[src/hdl/mame_pkg.sv]
// shared constants, codes, command struct and helpers of the matrix engine
// no dependencies
`default_nettype none

package mame_pkg;

    localparam int MAX_DIM    = 8;
    localparam int ELEM_WIDTH = 32;
    localparam int IDX_W      = (MAX_DIM > 1) ? $clog2(MAX_DIM) : 1;
    localparam int DEPTH      = MAX_DIM * MAX_DIM;
    localparam int ADDR_W     = (DEPTH > 1) ? $clog2(DEPTH) : 1;
    localparam int DIM_W      = 4;
    localparam int CFG_IDX_W  = 3;
    localparam int CFG_DATA_W = 4;
    localparam int DRAIN_LEN  = 2;

    typedef enum logic [1:0] {
        CMD_LOAD_A  = 2'b00,
        CMD_LOAD_B  = 2'b01,
        CMD_COMPUTE = 2'b10
    } t_cmd;

    typedef enum logic [1:0] {
        ST_OK    = 2'b00,
        ST_INDEX = 2'b01,
        ST_DIM   = 2'b10
    } t_status;

    typedef enum logic [CFG_IDX_W-1:0] {
        CFG_OP_MODE = 3'd0,
        CFG_A_ROWS  = 3'd1,
        CFG_A_COLS  = 3'd2,
        CFG_B_ROWS  = 3'd3,
        CFG_B_COLS  = 3'd4
    } t_cfg_idx;

    typedef struct packed {
        logic              wr_a;
        logic              wr_b;
        logic [ADDR_W-1:0] wr_addr;
        logic              err;
        t_status           err_status;
        logic              issue;
        logic              mul;
        logic [ADDR_W-1:0] a_addr;
        logic [ADDR_W-1:0] b_addr;
        logic              first;
        logic              last;
        logic              tail;
        logic [IDX_W-1:0]  row;
        logic [IDX_W-1:0]  col;
    } t_dp_cmd;

    function automatic logic [ADDR_W-1:0] addr_of(input logic [IDX_W-1:0] r,
                                                   input logic [IDX_W-1:0] c);
        return ADDR_W'(r) * ADDR_W'(MAX_DIM) + ADDR_W'(c);
    endfunction

    function automatic logic dim_ok(input logic [DIM_W-1:0] d);
        return (d != '0) && (d <= DIM_W'(MAX_DIM));
    endfunction

endpackage

`default_nettype wire

[src/hdl/mame_ctrl.sv]
// controller: configuration registers, command decode and the i/j/k walk
// depends on mame_pkg
`default_nettype none

module mame_ctrl (
    input  wire logic                                i_clk,
    input  wire logic                                i_rst_n,
    input  wire logic                                start,
    input  wire logic [1:0]                          i_cmd,
    input  wire logic [3:0]                          i_row_index,
    input  wire logic [3:0]                          i_col_index,
    input  wire logic                                i_cfg_wr_en,
    input  wire logic [mame_pkg::CFG_IDX_W-1:0]      i_cfg_addr,
    input  wire logic [mame_pkg::CFG_DATA_W-1:0]     i_cfg_wdata,
    output logic                                     busy,
    output mame_pkg::t_dp_cmd                        o_cmd
);

    typedef enum logic [2:0] {
        S_IDLE  = 3'b001,
        S_RUN   = 3'b010,
        S_DRAIN = 3'b100
    } t_state;

    t_state r_state, n_state;

    logic                              r_op_mode;
    logic [mame_pkg::DIM_W-1:0]        r_a_rows, r_a_cols, r_b_rows, r_b_cols;

    logic [mame_pkg::IDX_W-1:0]        r_i, r_j, r_k, n_i, n_j, n_k;
    logic [mame_pkg::IDX_W-1:0]        r_nr_m1, r_nc_m1, r_nk_m1;
    logic [mame_pkg::IDX_W-1:0]        n_nr_m1, n_nc_m1, n_nk_m1;
    logic                              r_mul, n_mul;
    logic [0:0]                        r_drain, n_drain;

    logic                              accept, is_load, is_a, oob, good;
    logic [mame_pkg::DIM_W-1:0]        lim_r, lim_c, inner_c;
    logic                              last_k, last_j, last_i;

    // configuration
    always_ff @(posedge i_clk) begin
        if (!i_rst_n) begin
            r_op_mode <= 1'b0;
            r_a_rows  <= mame_pkg::DIM_W'(2);
            r_a_cols  <= mame_pkg::DIM_W'(2);
            r_b_rows  <= mame_pkg::DIM_W'(2);
            r_b_cols  <= mame_pkg::DIM_W'(2);
        end else if (i_cfg_wr_en) begin
            case (mame_pkg::t_cfg_idx'(i_cfg_addr))
                mame_pkg::CFG_OP_MODE: r_op_mode <= i_cfg_wdata[0];
                mame_pkg::CFG_A_ROWS:  r_a_rows  <= i_cfg_wdata;
                mame_pkg::CFG_A_COLS:  r_a_cols  <= i_cfg_wdata;
                mame_pkg::CFG_B_ROWS:  r_b_rows  <= i_cfg_wdata;
                mame_pkg::CFG_B_COLS:  r_b_cols  <= i_cfg_wdata;
                default: ;
            endcase
        end
    end

    assign busy   = (r_state != S_IDLE);
    assign accept = start && (r_state == S_IDLE);

    // decode of the accepted word
    always_comb begin
        is_a    = (mame_pkg::t_cmd'(i_cmd) == mame_pkg::CMD_LOAD_A);
        is_load = is_a || (mame_pkg::t_cmd'(i_cmd) == mame_pkg::CMD_LOAD_B);
        lim_r   = is_a ? r_a_rows : r_b_rows;
        lim_c   = is_a ? r_a_cols : r_b_cols;
        oob     = (i_row_index >= lim_r) || (i_col_index >= lim_c) ||
                  (i_row_index >= mame_pkg::DIM_W'(mame_pkg::MAX_DIM)) ||
                  (i_col_index >= mame_pkg::DIM_W'(mame_pkg::MAX_DIM));
        if (r_op_mode) begin
            good = (r_a_cols == r_b_rows) && mame_pkg::dim_ok(r_a_rows) &&
                   mame_pkg::dim_ok(r_a_cols) && mame_pkg::dim_ok(r_b_cols);
        end else begin
            good = (r_a_rows == r_b_rows) && (r_a_cols == r_b_cols) &&
                   mame_pkg::dim_ok(r_a_rows) && mame_pkg::dim_ok(r_a_cols);
        end
        inner_c = r_op_mode ? r_a_cols : mame_pkg::DIM_W'(1);
    end

    assign last_k = (r_k == r_nk_m1);
    assign last_j = (r_j == r_nc_m1);
    assign last_i = (r_i == r_nr_m1);

    // walk and state
    always_comb begin
        n_state = r_state;
        n_i     = r_i;
        n_j     = r_j;
        n_k     = r_k;
        n_nr_m1 = r_nr_m1;
        n_nc_m1 = r_nc_m1;
        n_nk_m1 = r_nk_m1;
        n_mul   = r_mul;
        n_drain = r_drain;
        case (r_state)
            S_IDLE: begin
                if (accept && (mame_pkg::t_cmd'(i_cmd) == mame_pkg::CMD_COMPUTE) && good) begin
                    n_state = S_RUN;
                    n_i     = '0;
                    n_j     = '0;
                    n_k     = '0;
                    n_mul   = r_op_mode;
                    n_nr_m1 = mame_pkg::IDX_W'(r_a_rows - mame_pkg::DIM_W'(1));
                    n_nc_m1 = mame_pkg::IDX_W'((r_op_mode ? r_b_cols : r_a_cols)
                                               - mame_pkg::DIM_W'(1));
                    n_nk_m1 = mame_pkg::IDX_W'(inner_c - mame_pkg::DIM_W'(1));
                end
            end
            S_RUN: begin
                if (!last_k) begin
                    n_k = r_k + 1'b1;
                end else begin
                    n_k = '0;
                    if (!last_j) begin
                        n_j = r_j + 1'b1;
                    end else begin
                        n_j = '0;
                        n_i = r_i + 1'b1;
                        if (last_i) begin
                            n_state = S_DRAIN;
                            n_drain = '0;
                        end
                    end
                end
            end
            S_DRAIN: begin
                if (r_drain == 1'(mame_pkg::DRAIN_LEN - 1)) begin
                    n_state = S_IDLE;
                end else begin
                    n_drain = r_drain + 1'b1;
                end
            end
            default: n_state = S_IDLE;
        endcase
    end

    always_ff @(posedge i_clk) begin
        if (!i_rst_n) begin
            r_state <= S_IDLE;
        end else begin
            r_state <= n_state;
        end
    end

    always_ff @(posedge i_clk) begin
        r_i     <= n_i;
        r_j     <= n_j;
        r_k     <= n_k;
        r_nr_m1 <= n_nr_m1;
        r_nc_m1 <= n_nc_m1;
        r_nk_m1 <= n_nk_m1;
        r_mul   <= n_mul;
        r_drain <= n_drain;
    end

    // commands to the datapath
    always_comb begin
        o_cmd.wr_a       = accept && is_a && !oob;
        o_cmd.wr_b       = accept && is_load && !is_a && !oob;
        o_cmd.wr_addr    = mame_pkg::addr_of(i_row_index[mame_pkg::IDX_W-1:0],
                                             i_col_index[mame_pkg::IDX_W-1:0]);
        o_cmd.err        = accept && ((is_load && oob) ||
                           ((mame_pkg::t_cmd'(i_cmd) == mame_pkg::CMD_COMPUTE) && !good));
        o_cmd.err_status = is_load ? mame_pkg::ST_INDEX : mame_pkg::ST_DIM;
        o_cmd.issue      = (r_state == S_RUN);
        o_cmd.mul        = r_mul;
        o_cmd.a_addr     = r_mul ? mame_pkg::addr_of(r_i, r_k) : mame_pkg::addr_of(r_i, r_j);
        o_cmd.b_addr     = r_mul ? mame_pkg::addr_of(r_k, r_j) : mame_pkg::addr_of(r_i, r_j);
        o_cmd.first      = (r_k == '0);
        o_cmd.last       = last_k;
        o_cmd.tail       = last_k && last_j && last_i;
        o_cmd.row        = r_i;
        o_cmd.col        = r_j;
    end

endmodule

`default_nettype wire

[config.mk]
export PLATFORM = sky130hd
export DESIGN_NAME = mame_ctrl
export DESIGN_NICKNAME = d
export VERILOG_FILES = /design/src/hdl/mame_pkg.sv /design/src/hdl/mame_ctrl.sv
export SDC_FILE = /design/constraint.sdc
export NUM_CORES = 1
export LEC_CHECK = 0
export ABC_AREA = 1
export BUFFER_PORTS_ARGS = -buffer_cell sky130_fd_sc_hd__buf_4
export CORE_AREA = 3 3 72 91
export CTS_BUF_LIST = sky130_fd_sc_hd__clkbuf_2
export DETAILED_ROUTE_END_ITERATION = 6
export DIE_AREA = 0 0 75 94
export GPL_ROUTABILITY_DRIVEN = 0
export GPL_TIMING_DRIVEN = 0
export MAX_ROUTING_LAYER = met4
export PLACE_DENSITY_LB_ADDON = 0.15
export SYNTH_ARGS = -nofsm -noshare
export SYNTH_HDL_FRONTEND = slang
export SYNTH_SLANG_ARGS = --single-unit
[constraint.sdc]
create_clock -name i_clk -period 3.29 [get_ports i_clk]
set_input_delay 0.658 -clock i_clk [delete_from_list [all_inputs] [get_ports i_clk]]
set_output_delay 0.658 -clock i_clk [all_outputs]
set_load 0.005 [all_outputs]
# Word-level counts from Yosys, hierarchy flattened

Index checks and enable logic that the tools add are counted.

Reduce and logical (&&, ||, !) cells: 49
Eq/ne operators: 21
Multiplexer cells: 28
Order comparisons: 7
Add/sub/neg operators: 11

Operators by type and width:

| operator                                                               | number |
|---|---|
| 3-bit 2-to-1 mux                                                       | 13 |
| 6-bit by 3-bit adder with 6-bit output                                 | 4 |
| 1-bit logical AND                                                      | 22 |
| 3-bit one-hot mux with 2 select lines                                  | 3 |
| 2-bit AND reduction                                                    | 7 |
| 4-bit equality test                                                    | 3 |
| 4-bit less-or-equal comparator (second input constant)                 | 3 |
| 6-bit 2-to-1 mux                                                       | 2 |
| 4-bit nonzero test                                                     | 3 |
| 3-bit by 1-bit adder with 3-bit output (second input constant)         | 3 |
| 3-bit by 2-bit equality test with 1-bit output (second input constant) | 3 |
| 3-bit equality test                                                    | 3 |
| 3-bit one-hot mux with 3 select lines                                  | 1 |
| 3-bit by 1-bit subtractor with 3-bit output (second input constant)    | 3 |
| 4-bit >= comparator                                                    | 2 |
| 4-bit >= comparator (second input constant)                            | 2 |
| 4-bit 2-to-1 mux                                                       | 2 |
| 2-bit by 1-bit != test with 1-bit output (second input constant)       | 4 |
| 4-bit AND reduction                                                    | 2 |
| 3-bit by 1-bit equality test with 1-bit output (second input constant) | 2 |
| 3-bit equality test (second input constant)                            | 2 |
| 3-bit logical NOT                                                      | 2 |
| 1-bit logical OR                                                       | 5 |
| 1-bit 2-to-1 mux                                                       | 5 |
| other kinds (12)                                                       | 15 |

Output and inout bits: 35
Word-level logic and storage cells: 130
Flip-flop bits (word level): 40

# Depth between registers and ports, before layout

Depth in word-level cells: 10
Mapped depth: 13

# Worst setup path after synthesis

Ideal clock, no wire load.

Path kind: input to output
Start point: input i_cmd[0]
End point: output o_cmd[32] in the netlist's numbering
Data required time: 2.632 ns
Cell stages on the path: 9
Buffers on the path: 1
Data arrival time: 2.326 ns
Slack: 0.306 ns
Path through: nor2_1 -> clkbuf_1 -> o21ai_0 -> ha_1 -> a21boi_0 -> o21a_1 -> o21ai_0 -> nand3_1 -> nor4_1

RTL lines:

| element     | line            | source |
|---|---|---|
| from (decl) | mame_ctrl.sv:9  | `input wire logic [1:0] i_cmd,` |
| to (decl)   | mame_ctrl.sv:16 | `output mame_pkg::t_dp_cmd o_cmd` |

==> flow_summary.ini <==
[critical_path]
regToRegEndpoint = r_j[0]
worstPathMaxFanout = 10
startpoint_type = primary input
critPathSlowestCell = ha_1
r2r_cells = 9
path_common_cell = buf_4
crit_buf_inv = 4
crit_required_ns = 2.63
critPathMaxStageDelay_ns = 0.29
crit_chain = buf_4, nor2_4, buf_4, o21ai_0, ha_1, inv_1, a21boi_0, o21a_1, o21ai_1, nand3_2, a22o_1, buf_4
r2r_start = r_a_rows[0]
cp.arrival_ns = 2.46
cp-end-kind = output pin
critPathKind = primary input to output pin
r2r_slack_ns = 1.33
path_delay_family = compound AO/OA/AOI/OAI gates

[hold_path]
hold_path_class = flip-flop to flip-flop
min_to = r_mul
whs_path_depth = 0
hp-start = r_op_mode

[clock_network]
cts_hold_buffers = 0
cts_tree = yes
cts_htree_levels = 2
cts.reportedPaths.clkPinSlew_ns = 0.20
cts_buffers = 5
cts.path.max_buffers = 2
cts_sinks = 40
clk_latency_ns = 0.39
cts-root-buf = clkbuf_2

[final_layout]
seqCellArea_um2 = 1000
nFillCells = 569
antenna_cells = 0
postLayoutCoreUtil_pct = 54.9
nNetsFinal = 423
fin_cells = 454
drive_above_1_share_pct = 27.8
multi_input_area_um2 = 1260
area.growth.synth_to_final_pct = 22.8

[synth]
synth-edff-count = 20
ys_seq_area_share_pct = 38.7
synth-main-ff-cell = edfxtp_1
syn_nets = 361
async_flop_share_pct = 0
synth_top_area_share_pct = 23.2
synth_area_leader_cell = edfxtp_1
syn_area_um2 = 2590
yosysMostFrequentCell = nand2_1
ys_warn_count = 0
yosys-top-cells-area = edfxtp_1, dfxtp_1, nand2_1
syn_area_per_cell_um2 = 7.96
ys_seq_elements = 40
syn_inst = 325
synthDistinctLibCells = 31
synth_common_cells = nand2_1, inv_1, o21ai_0, nor2_1

[global_route]
grtUsageTotal_pct = 16.9
antenna_found_initial = 0
overflow = 0
grt_pass1_wl_um = 8940
grt_max_degree = 13
grt_pass1_vias = 2026

[run]
maxCapViolCount = 0

[placed_design]
placedCellCount = 445
port_buffers = 54
pre_cts_slack_ns = -0.474
dp_hpwl_um = 4520

[timing]
fin_crit_ns = 3.12
finalWorstSetupSlack_ns = 0.168
worst_slew_margin_rel_pct = 69.8
hold_viol_final = 0
skew_ns = 0.00579
setup_viol = 0
max_freq_mhz = 320
slew_violations = 0
fin_crit_sh_pct = 94.9
tightest_slew_ns = 0.451

[power]
ir_drop_mv = 0.227
power_mw = 1.05
leakagePower_nw = 1.52
powerDensity_nw_per_um2 = 331

[detailed_routing]
wirelength_um = 5480
drc_errors = 0
drtAntennaViolNets = 0
vias = 2192
routed_via_density = 4.83
drt_first_iter_violations = 58
drt-pass1-iter-count = 4
post_drt_wl_per_cell_um = 12.1

[floorplanning]
core_area_um2 = 5780
dieArea_um2 = 7050
die_x_um = 75
die-height_um = 94
pin_count = 56
fp-row-count = 31
start_util_pct = 44.7

[status]
outcome = completed
-- placed cells by master (no fill, tap or decap), drive strengths merged, types with 2 or more instances in the layout --
| cell | netlist | routed |
|---|---|---|
| xnor2 | 18 | 18 |
| clkbuf | 5 | 10 |
| nor4 | 3 | 3 |
| ha | 15 | 15 |
| edfxtp | 20 | 20 |
| nand3 | 11 | 11 |
| buf | 16 | 72 |
| dfxtp | 20 | 20 |
| xor2 | 4 | 4 |
| nand4 | 2 | 2 |
| nor2 | 24 | 24 |
| nor3 | 7 | 7 |
| o211ai | 4 | 4 |
| o21ai | 36 | 36 |
| nand2 | 61 | 61 |
| inv | 58 | 58 |
| a21oi | 18 | 18 |
-- layout make-up --
class                      instances  area share [%]
multi-input combinational        206            39.6
sequential                        40            31.5
timing repair buffer              55            13.0
inverter                          58            6.86
buffer                            21            4.41
tap                               66            2.60
clock inverter                     2            1.10
clock buffer                       6           0.946
-- kinds of logic (layout without fill, tap and decap cells) --
| group | count (synthesis) | in the layout | share of synthesized area [%] |
|---|---|---|---|
| simple gates | 108 | 108 | 19.4 |
| xor+xnor | 22 | 22 | 8.03 |
| flops | 40 | 40 | 38.7 |
| fa+ha+maj | 15 | 15 | 7.26 |
| compound gates | 61 | 61 | 13.0 |
| buf+inv | 79 | 142 | 13.7 |
-- per-layer routing --
layer | share of wire, % | vias to the layer above | GRT usage, %
met2 | 55 | 39 | 31.3
li1 | - | 1162 | -
met1 | 39 | 984 | 17.1
met5 | 0 | - | -
met3 | 3.6 | 7 | 3.53
met4 | 1.5 | 0 | 5.64
-- worst max-delay path by stage --
stage | startpoint | endpoint | slack [ns] | cells past startpoint
after floorplan | i_cmd[0] | o_cmd[32] | 0.31 | 9
after global placement | i_cmd[0] | o_cmd[33] | -0.47 | 13
after detailed placement | i_cmd[0] | o_cmd[32] | -0.47 | 13
after CTS | i_cmd[1] | o_cmd[32] | 0.08 | 14
after global routing | i_cmd[1] | o_cmd[32] | -0.02 | 14
final | i_cmd[1] | o_cmd[25] | 0.17 | 12
-- through the flow --
step	instance area, um^2	TNS [ns]	hold WS (ns)
final	3180	0	0.459
after CTS	3160	0	0.446
after global routing	3180	-0.0441	0.467
after floorplan	2590	0	0.406
after detailed placement	3070	-1.40	0.414
after global placement	3070	-1.34	0.415
-- report_power, final --
part           switching [mW]  total [mW]  leakage (nW)  internal [mW]
Combinational           0.105       0.202          1.13         0.0967
Sequential             0.0176       0.558         0.342          0.540
Clock                   0.161       0.292        0.0430          0.131
-- what timing repair did --
action,4_1_cts,5_1_grt
gates resized for setup,4,6
gates cloned,0,0
setup buffers,1,0
pin swaps,1,0
setup endpoints to repair,3,3
-- state kept, by name (all words and copies together), names as in the netlist --
| register | flops |
|---|---|
| r_a_cols | 4 |
| r_nr_m1 | 3 |
| r_mul | 1 |
| r_nc_m1 | 3 |
| r_state | 3 |
| r_b_rows | 4 |
| r_drain | 1 |
| r_op_mode | 1 |
| r_i | 3 |
| r_j | 3 |
| r_a_rows | 4 |
| r_k | 3 |
| r_nk_m1 | 3 |
| r_b_cols | 4 |
Note: power is estimated with default switching activity, not from simulation.
